[config.mk]
export PLATFORM = sky130hd
export DESIGN_NAME = csv_field_tokenizer_unit
export DESIGN_NICKNAME = d
export VERILOG_FILES = /design/src/rtl/cft_pkg.sv /design/src/rtl/cft_step.sv /design/src/rtl/csv_field_tokenizer_unit.sv
export SDC_FILE = /design/constraint.sdc
export NUM_CORES = 1
export LEC_CHECK = 0
export ABC_AREA = 1
export ABC_CLOCK_PERIOD_IN_PS = 3900
export CELL_PAD_IN_SITES_DETAIL_PLACEMENT = 1
export CELL_PAD_IN_SITES_GLOBAL_PLACEMENT = 1
export CORE_MARGIN = 5
export CORE_UTILIZATION = 33
export DETAILED_ROUTE_END_ITERATION = 7
export DONT_BUFFER_PORTS = 1
export PLACE_DENSITY = 0.58
export RECOVER_POWER = 50
export SYNTH_ARGS = -nofsm -noshare
export SYNTH_HDL_FRONTEND = slang
export SYNTH_SLANG_ARGS = --single-unit
[constraint.sdc]
create_clock -name clk -period 3.9 [get_ports clk]
set_input_delay 0.39 -clock clk [delete_from_list [all_inputs] [get_ports clk]]
set_output_delay 0.39 -clock clk [all_outputs]
set_load 0.01 [all_outputs]
[src/rtl/cft_pkg.sv]
// cft_pkg: types and constants shared by the csv field tokenizer
// no dependencies
package cft_pkg;

	localparam logic [7:0] BYTE_CR = 8'd13;
	localparam logic [7:0] BYTE_LF = 8'd10;
	localparam logic [7:0] SEP_RESET = 8'd44;
	localparam logic [7:0] QUOTE_RESET = 8'd34;

	typedef enum logic [1:0] {
		EV_DATA      = 2'd0,
		EV_FIELD_END = 2'd1,
		EV_ROW_END   = 2'd2,
		EV_ERROR     = 2'd3
	} event_kind_t;

	typedef enum logic [0:0] {
		REG_SEPARATOR  = 1'b0,
		REG_QUOTE_CHAR = 1'b1
	} cfg_reg_t;

	typedef enum logic [6:0] {
		MODE_START  = 7'b0000001,
		MODE_SKIP   = 7'b0000010,
		MODE_Q1     = 7'b0000100,
		MODE_PLAIN  = 7'b0001000,
		MODE_QUOTED = 7'b0010000,
		MODE_QQ     = 7'b0100000,
		MODE_ERR    = 7'b1000000
	} parse_mode_t;

	typedef struct packed {
		parse_mode_t mode;
		logic        row_has_fields;
		logic        field_has_bytes;
	} tok_state_t;

	typedef struct packed {
		logic        valid;
		event_kind_t kind;
		logic [7:0]  data;
	} tok_event_t;

endpackage

[src/rtl/cft_step.sv]
// cft_step: next-state and event logic for one input beat
// depends on cft_pkg
module cft_step (
	input  cft_pkg::tok_state_t cur,
	input  logic [7:0]          separator,
	input  logic [7:0]          quote_char,
	input  logic                req_type,
	input  logic [7:0]          data_byte,
	output cft_pkg::tok_state_t nxt,
	output cft_pkg::tok_event_t ev
);
	import cft_pkg::*;

	logic nl;
	logic is_q;
	logic is_sep;
	logic row_end;
	logic field_end;
	logic data_out;
	logic err_out;

	assign nl = (data_byte == BYTE_CR) || (data_byte == BYTE_LF);
	assign is_q = (data_byte == quote_char);
	assign is_sep = (data_byte == separator);

	always_comb begin
		row_end = 1'b0;
		field_end = 1'b0;
		data_out = 1'b0;
		err_out = 1'b0;
		nxt = cur;
		if (req_type) begin
			if (cur.mode == MODE_QQ) begin
				row_end = 1'b1;
			end else if (cur.mode != MODE_ERR &&
					(cur.row_has_fields || cur.field_has_bytes)) begin
				row_end = 1'b1;
			end
			nxt.mode = MODE_START;
			nxt.row_has_fields = 1'b0;
			nxt.field_has_bytes = 1'b0;
		end else begin
			unique case (cur.mode)
				MODE_START, MODE_SKIP: begin
					if (nl) begin
						row_end = (cur.mode == MODE_START);
					end else if (is_q) begin
						nxt.mode = MODE_Q1;
					end else if (is_sep) begin
						field_end = 1'b1;
					end else begin
						nxt.mode = MODE_PLAIN;
						data_out = 1'b1;
					end
				end
				MODE_Q1: begin
					if (nl) begin
						row_end = 1'b1;
					end else if (is_q) begin
						nxt.mode = MODE_START;
					end else begin
						nxt.mode = MODE_QUOTED;
						data_out = 1'b1;
					end
				end
				MODE_QUOTED: begin
					if (nl) begin
						row_end = 1'b1;
					end else if (is_q) begin
						nxt.mode = MODE_QQ;
					end else begin
						data_out = 1'b1;
					end
				end
				MODE_QQ: begin
					if (nl) begin
						row_end = 1'b1;
					end else if (is_q) begin
						nxt.mode = MODE_QUOTED;
						data_out = 1'b1;
					end else if (is_sep) begin
						field_end = 1'b1;
					end else begin
						nxt.mode = MODE_ERR;
						err_out = 1'b1;
					end
				end
				MODE_PLAIN: begin
					if (nl) begin
						row_end = 1'b1;
					end else if (is_sep) begin
						field_end = 1'b1;
					end else begin
						data_out = 1'b1;
					end
				end
				default: begin
					nxt.mode = MODE_ERR;
				end
			endcase
			if (row_end) begin
				nxt.mode = MODE_SKIP;
				nxt.row_has_fields = 1'b0;
				nxt.field_has_bytes = 1'b0;
			end
			if (field_end) begin
				nxt.mode = MODE_START;
				nxt.row_has_fields = 1'b1;
				nxt.field_has_bytes = 1'b0;
			end
			if (data_out) begin
				nxt.field_has_bytes = 1'b1;
			end
		end
	end

	always_comb begin
		ev.valid = row_end || field_end || data_out || err_out;
		ev.data = data_out ? data_byte : 8'd0;
		if (data_out) begin
			ev.kind = EV_DATA;
		end else if (field_end) begin
			ev.kind = EV_FIELD_END;
		end else if (row_end) begin
			ev.kind = EV_ROW_END;
		end else begin
			ev.kind = EV_ERROR;
		end
	end

endmodule

[src/rtl/csv_field_tokenizer_unit.sv]
// csv_field_tokenizer_unit: top level, input register, parse step, result register
// depends on cft_pkg and cft_step
//
//  channel   | dir | handshake                     | payload
//  s_axis    | in  | s_axis_tvalid / s_axis_tready | tdata: data_byte, tuser: req_type
//  m_axis    | out | m_axis_tvalid / m_axis_tready | tdata: out_byte, tuser: event_kind
//  cfg       | in  | cfg_we                        | cfg_index, cfg_data
//
// one beat per cycle while m_axis_tready is high; events leave via the result register
// the parse step holds the mode register loop, one update per beat
// reset clears the mode, the flags and both valid flags; registers return to ',' and '"'
// a stalled result holds the input register, which then holds s_axis_tready low
module csv_field_tokenizer_unit (
	input  logic       clk,
	input  logic       arst_n,
	input  logic       s_axis_tvalid,
	output logic       s_axis_tready,
	input  logic [7:0] s_axis_tdata,   // [7:0] data_byte
	input  logic [0:0] s_axis_tuser,   // [0] req_type
	output logic       m_axis_tvalid,
	input  logic       m_axis_tready,
	output logic [7:0] m_axis_tdata,   // [7:0] out_byte
	output logic [1:0] m_axis_tuser,   // [1:0] event_kind
	input  logic       cfg_we,
	input  logic [0:0] cfg_index,
	input  logic [7:0] cfg_data
);
	import cft_pkg::*;

	logic        sep_sel;
	logic [7:0]  separator_q;
	logic [7:0]  quote_q;
	logic        valid_s1;
	logic        req_type_s1;
	logic [7:0]  byte_s1;
	logic        advance;
	tok_state_t  state_q;
	tok_state_t  state_nxt;
	tok_event_t  ev;
	logic        out_valid_q;
	event_kind_t out_kind_q;
	logic [7:0]  out_byte_q;

	assign sep_sel = (cfg_index == REG_SEPARATOR);

	always_ff @(posedge clk or negedge arst_n) begin
		if (!arst_n) begin
			separator_q <= SEP_RESET;
			quote_q <= QUOTE_RESET;
		end else if (cfg_we) begin
			if (sep_sel) begin
				separator_q <= cfg_data;
			end else begin
				quote_q <= cfg_data;
			end
		end
	end

	assign advance = valid_s1 && (!out_valid_q || m_axis_tready);
	assign s_axis_tready = !valid_s1 || advance;

	always_ff @(posedge clk or negedge arst_n) begin
		if (!arst_n) begin
			valid_s1 <= 1'b0;
		end else if (s_axis_tready) begin
			valid_s1 <= s_axis_tvalid;
		end
	end

	always_ff @(posedge clk) begin
		if (s_axis_tready && s_axis_tvalid) begin
			req_type_s1 <= s_axis_tuser[0];
			byte_s1 <= s_axis_tdata;
		end
	end

	cft_step u_step (
		.cur        (state_q),
		.separator  (separator_q),
		.quote_char (quote_q),
		.req_type   (req_type_s1),
		.data_byte  (byte_s1),
		.nxt        (state_nxt),
		.ev         (ev)
	);

	always_ff @(posedge clk or negedge arst_n) begin
		if (!arst_n) begin
			state_q.mode <= MODE_START;
			state_q.row_has_fields <= 1'b0;
			state_q.field_has_bytes <= 1'b0;
		end else if (advance) begin
			state_q <= state_nxt;
		end
	end

	always_ff @(posedge clk or negedge arst_n) begin
		if (!arst_n) begin
			out_valid_q <= 1'b0;
		end else if (advance && ev.valid) begin
			out_valid_q <= 1'b1;
		end else if (m_axis_tready) begin
			out_valid_q <= 1'b0;
		end
	end

	always_ff @(posedge clk) begin
		if (advance && ev.valid) begin
			out_kind_q <= ev.kind;
			out_byte_q <= ev.data;
		end
	end

	assign m_axis_tvalid = out_valid_q;
	assign m_axis_tdata = out_byte_q;
	assign m_axis_tuser = out_kind_q;

	a_mode_onehot: assert property (@(posedge clk) disable iff (!arst_n)
		$onehot(state_q.mode))
		else $error("parse mode not one-hot");

	a_byte_zero: assert property (@(posedge clk) disable iff (!arst_n)
		out_valid_q && out_kind_q != EV_DATA |-> out_byte_q == 8'd0)
		else $error("nonzero byte on control event");

	a_err_mode: assert property (@(posedge clk) disable iff (!arst_n)
		advance && ev.valid && ev.kind == EV_ERROR |=> state_q.mode == MODE_ERR)
		else $error("error event without error mode");

	a_row_clears: assert property (@(posedge clk) disable iff (!arst_n)
		advance && ev.valid && ev.kind == EV_ROW_END |=>
			!state_q.row_has_fields && !state_q.field_has_bytes)
		else $error("row end left field flags set");

	a_stall_holds: assert property (@(posedge clk) disable iff (!arst_n)
		valid_s1 && !advance |=> valid_s1 && $stable(byte_s1))
		else $error("input register lost a stalled beat");

endmodule

==> run_results.csv <==
group,metric,value,unit
sta,fin_crit_sh,65.8,%
yosys,synth_common_cells,"nand2_1, inv_1, nand3_1",
cts,postCtsSetupBuffers,0,
floorplanning,initial_core_util,33.4,%
sta,fin_setup_tns,0,ns
cts,clk_latency,0.31,ns
setup_path,setup.worst_path.start_class,"register",
setup_path,crit_start,"byte_s1[1]",
hold_path,hp-start,"s_axis_tdata[1]",
yosys,ys_warn_count,0,
sta,maxSlewHeadroom,-8.26,%
sta,hold_viol,0,
global_route,grt_pass1_vias,2025,
cts,cts-root-buf,"clkbuf_8",
yosys,ys_types,26,
floorplanning,rows,32,
drt,wl,6090,um
sta,tightestPinTransition,1.62,ns
hold_path,min-delay-path-class,"in2reg",
global_route,grt_pass1_wl,10300,um
yosys,syn_area,2540,um^2
layout,syn_to_final_growth,8.71,%
layout,diodes,0,
drt,viasPerCell,4.75,
yosys,synth_edf_count,19,
layout,fin_area,2770,um^2
cts,cts_tree,"yes",
sta,setup_viol,0,
setup_path,cp_data_required_time,3.87,ns
yosys,ys_ff_latch,46,
cts,clk_pin_slew,0.09,ns
global_route,grt_max_degree,28,
flow_run,max_cap_violations,1,
drt,dr.first_iter.drc_count,53,
place,routabilityCongestion,0.830,
yosys,synth_top_area_share,22.4,%
yosys,synth.most_common_cell,"nand2_1",
floorplanning,die_h,97.8,um
floorplanning,io_pins,35,
place,dp.final_hpwl,4750,um
global_route,grt_overflow_total,0,
sta,finalMaxSlewViolations,28,
outcome,outcome,"finished, violations left",
floorplanning,die_area,9560,um^2
power_and_ir_drop,p_leak,1.26,nW
cts,htree_levels,2,
yosys,syn_avg_cell_area,8.45,um^2
sta,holdWs,0.171,ns
layout,drive_gt1_share,25.1,%
drt,post_drt_wl_per_cell,14.9,um
layout,layout.nets,329,
floorplanning,fp.dieW,97.8,um
drt,drc,0,
sta,skew,0.0102,ns
sta,finalCriticalPeriod,2.57,ns
place,place_area,2640,um^2
cts,cts_max_path_buffers,2,
yosys,synthTopCellsByArea,"edfxtp_1, dfrtp_1, nand2_1",
sta,timing.fmax,390,MHz
yosys,synth_fp_nets,324,
global_route,grt_usage,13.6,%
global_route,grt_antenna_before_repair,0,
cts,cts_sinks,46,
drt,firstDrtPassIters,4,
yosys,yosys.area.top_type,"edfxtp_1",
setup_path,reg2reg_from,"byte_s1[1]",
setup_path,cp_max_fo,11,
cts,cts_inserted_buffers,5,
yosys,ys_seq_area_share,49.3,%
setup_path,endpoint_kind,"register",
setup_path,cp.arrival,2.54,ns
place,io_buffers,0,
power_and_ir_drop,ir_drop,177,uV
yosys,syn_inst,301,
layout,finish.utilization,36.3,%
yosys,async_reset_ff_share,58.7,%
drt,via_count,1941,
setup_path,crit_type,"reg2reg",
power_and_ir_drop,p_per_area,508,nW/um^2
outcome,violations,"capacitance limit, slew limit",
yosys,synth_ff_type,"dfrtp_1",
drt,ant_nets,0,
floorplanning,core,7610,um^2
sta,rsz0062_at_grt,"false",
## worst max-delay path: stages (launching register included)
cell      delay, ns
edfxtp_1       0.52
xnor2_1        0.26
nand2_2        0.08
nor2_2         0.20
nand3_1        0.14
nand2_1        0.08
inv_1          0.03
nand2_1        0.12
nand3_2        0.28
nand3_1        0.15
nand2_1        0.08
inv_1          0.29
## through the flow
step	total power, mW	worst slack [ns]	instances
final	1.40	1.33	409
after global routing	1.49	1.05	409
after CTS	1.43	1.31	409
after detailed placement	1.05	1.34	399
after global placement	1.04	1.38	399
after floorplan	0.966	1.92	301
## sequential cells by signal, summed over array words and instances (netlist names)
register       cells
state_q            9
valid_s1           1
m_axis_tdata       8
req_type_s1        1
separator_q        8
quote_q            8
m_axis_tvalid      1
m_axis_tuser       2
byte_s1            8
## layout make-up
class                      instances  area (um^2)
fill                             941         4840
sequential                        46         1250
multi-input combinational        203         1070
inverter                          48          185
tap                              102          128
clock buffer                       6         72.6
clock inverter                     2         37.5
timing repair buffer               2         13.8
## cells in the final DEF, fill, tap and decap left out, drive strengths merged
master,instances
bufinv,1
nand3,33
nand2,96
a21boi,1
inv,48
nor3,3
nand4,6
dlygate4sd3,1
edfxtp,19
clkinvlp,1
o21ai,18
dfstp,6
dfrtp,21
nor2,32
xnor2,9
clkbuf,7
a21oi,4
o22ai,1
## layer usage
| metal | up-vias | global-route usage [%] | part of all wire (%) | routed length [um] |
|---|---|---|---|---|
| li1 | 958 | - | - | - |
| met1 | 933 | 19.1 | 51 | 3090 |
| met2 | 43 | 20.7 | 44 | 2690 |
| met3 | 7 | 2.71 | 3.5 | 215 |
| met4 | 0 | 5.01 | 1.5 | 91 |
| met5 | - | 0 | 0 | 0 |
## worst paths after layout
| path | end | slack (ns) | cells past startpoint |
|---|---|---|---|
| hold reg to reg | separator_q[5] | 0.50 | 2 |
| max in group asynchronous | separator_q[7] | 1.89 | 2 |
| setup / recovery | m_axis_tdata[4] | 1.33 | 11 |
| setup reg to reg | m_axis_tdata[4] | 1.33 | 11 |
| hold / removal | byte_s1[1] | 0.17 | 0 |
| min in group asynchronous | m_axis_tvalid | 1.07 | 2 |
## repair_timing
| item | CTS | global route |
|---|---|---|
| resized for setup | 0 | 0 |
| hold buffers | 2 | 0 |
| hold endpoints to repair | 27 | 0 |
## report_power, final
group          switching (mW)  leakage [nW]  internal [mW]
registers              0.0744         0.513          0.592
logic                   0.253         0.697          0.123
clock network           0.170        0.0514          0.191
## logic make-up after synthesis
| kind of cell | count (synthesis) | synth area share, % |
|---|---|---|
| compound gates | 24 | 5.76 |
| xor+xnor | 9 | 3.10 |
| buf+inv | 52 | 8.46 |
| flops | 46 | 49.3 |
| simple gates | 170 | 33.4 |
(Power assumes the default switching activity.)
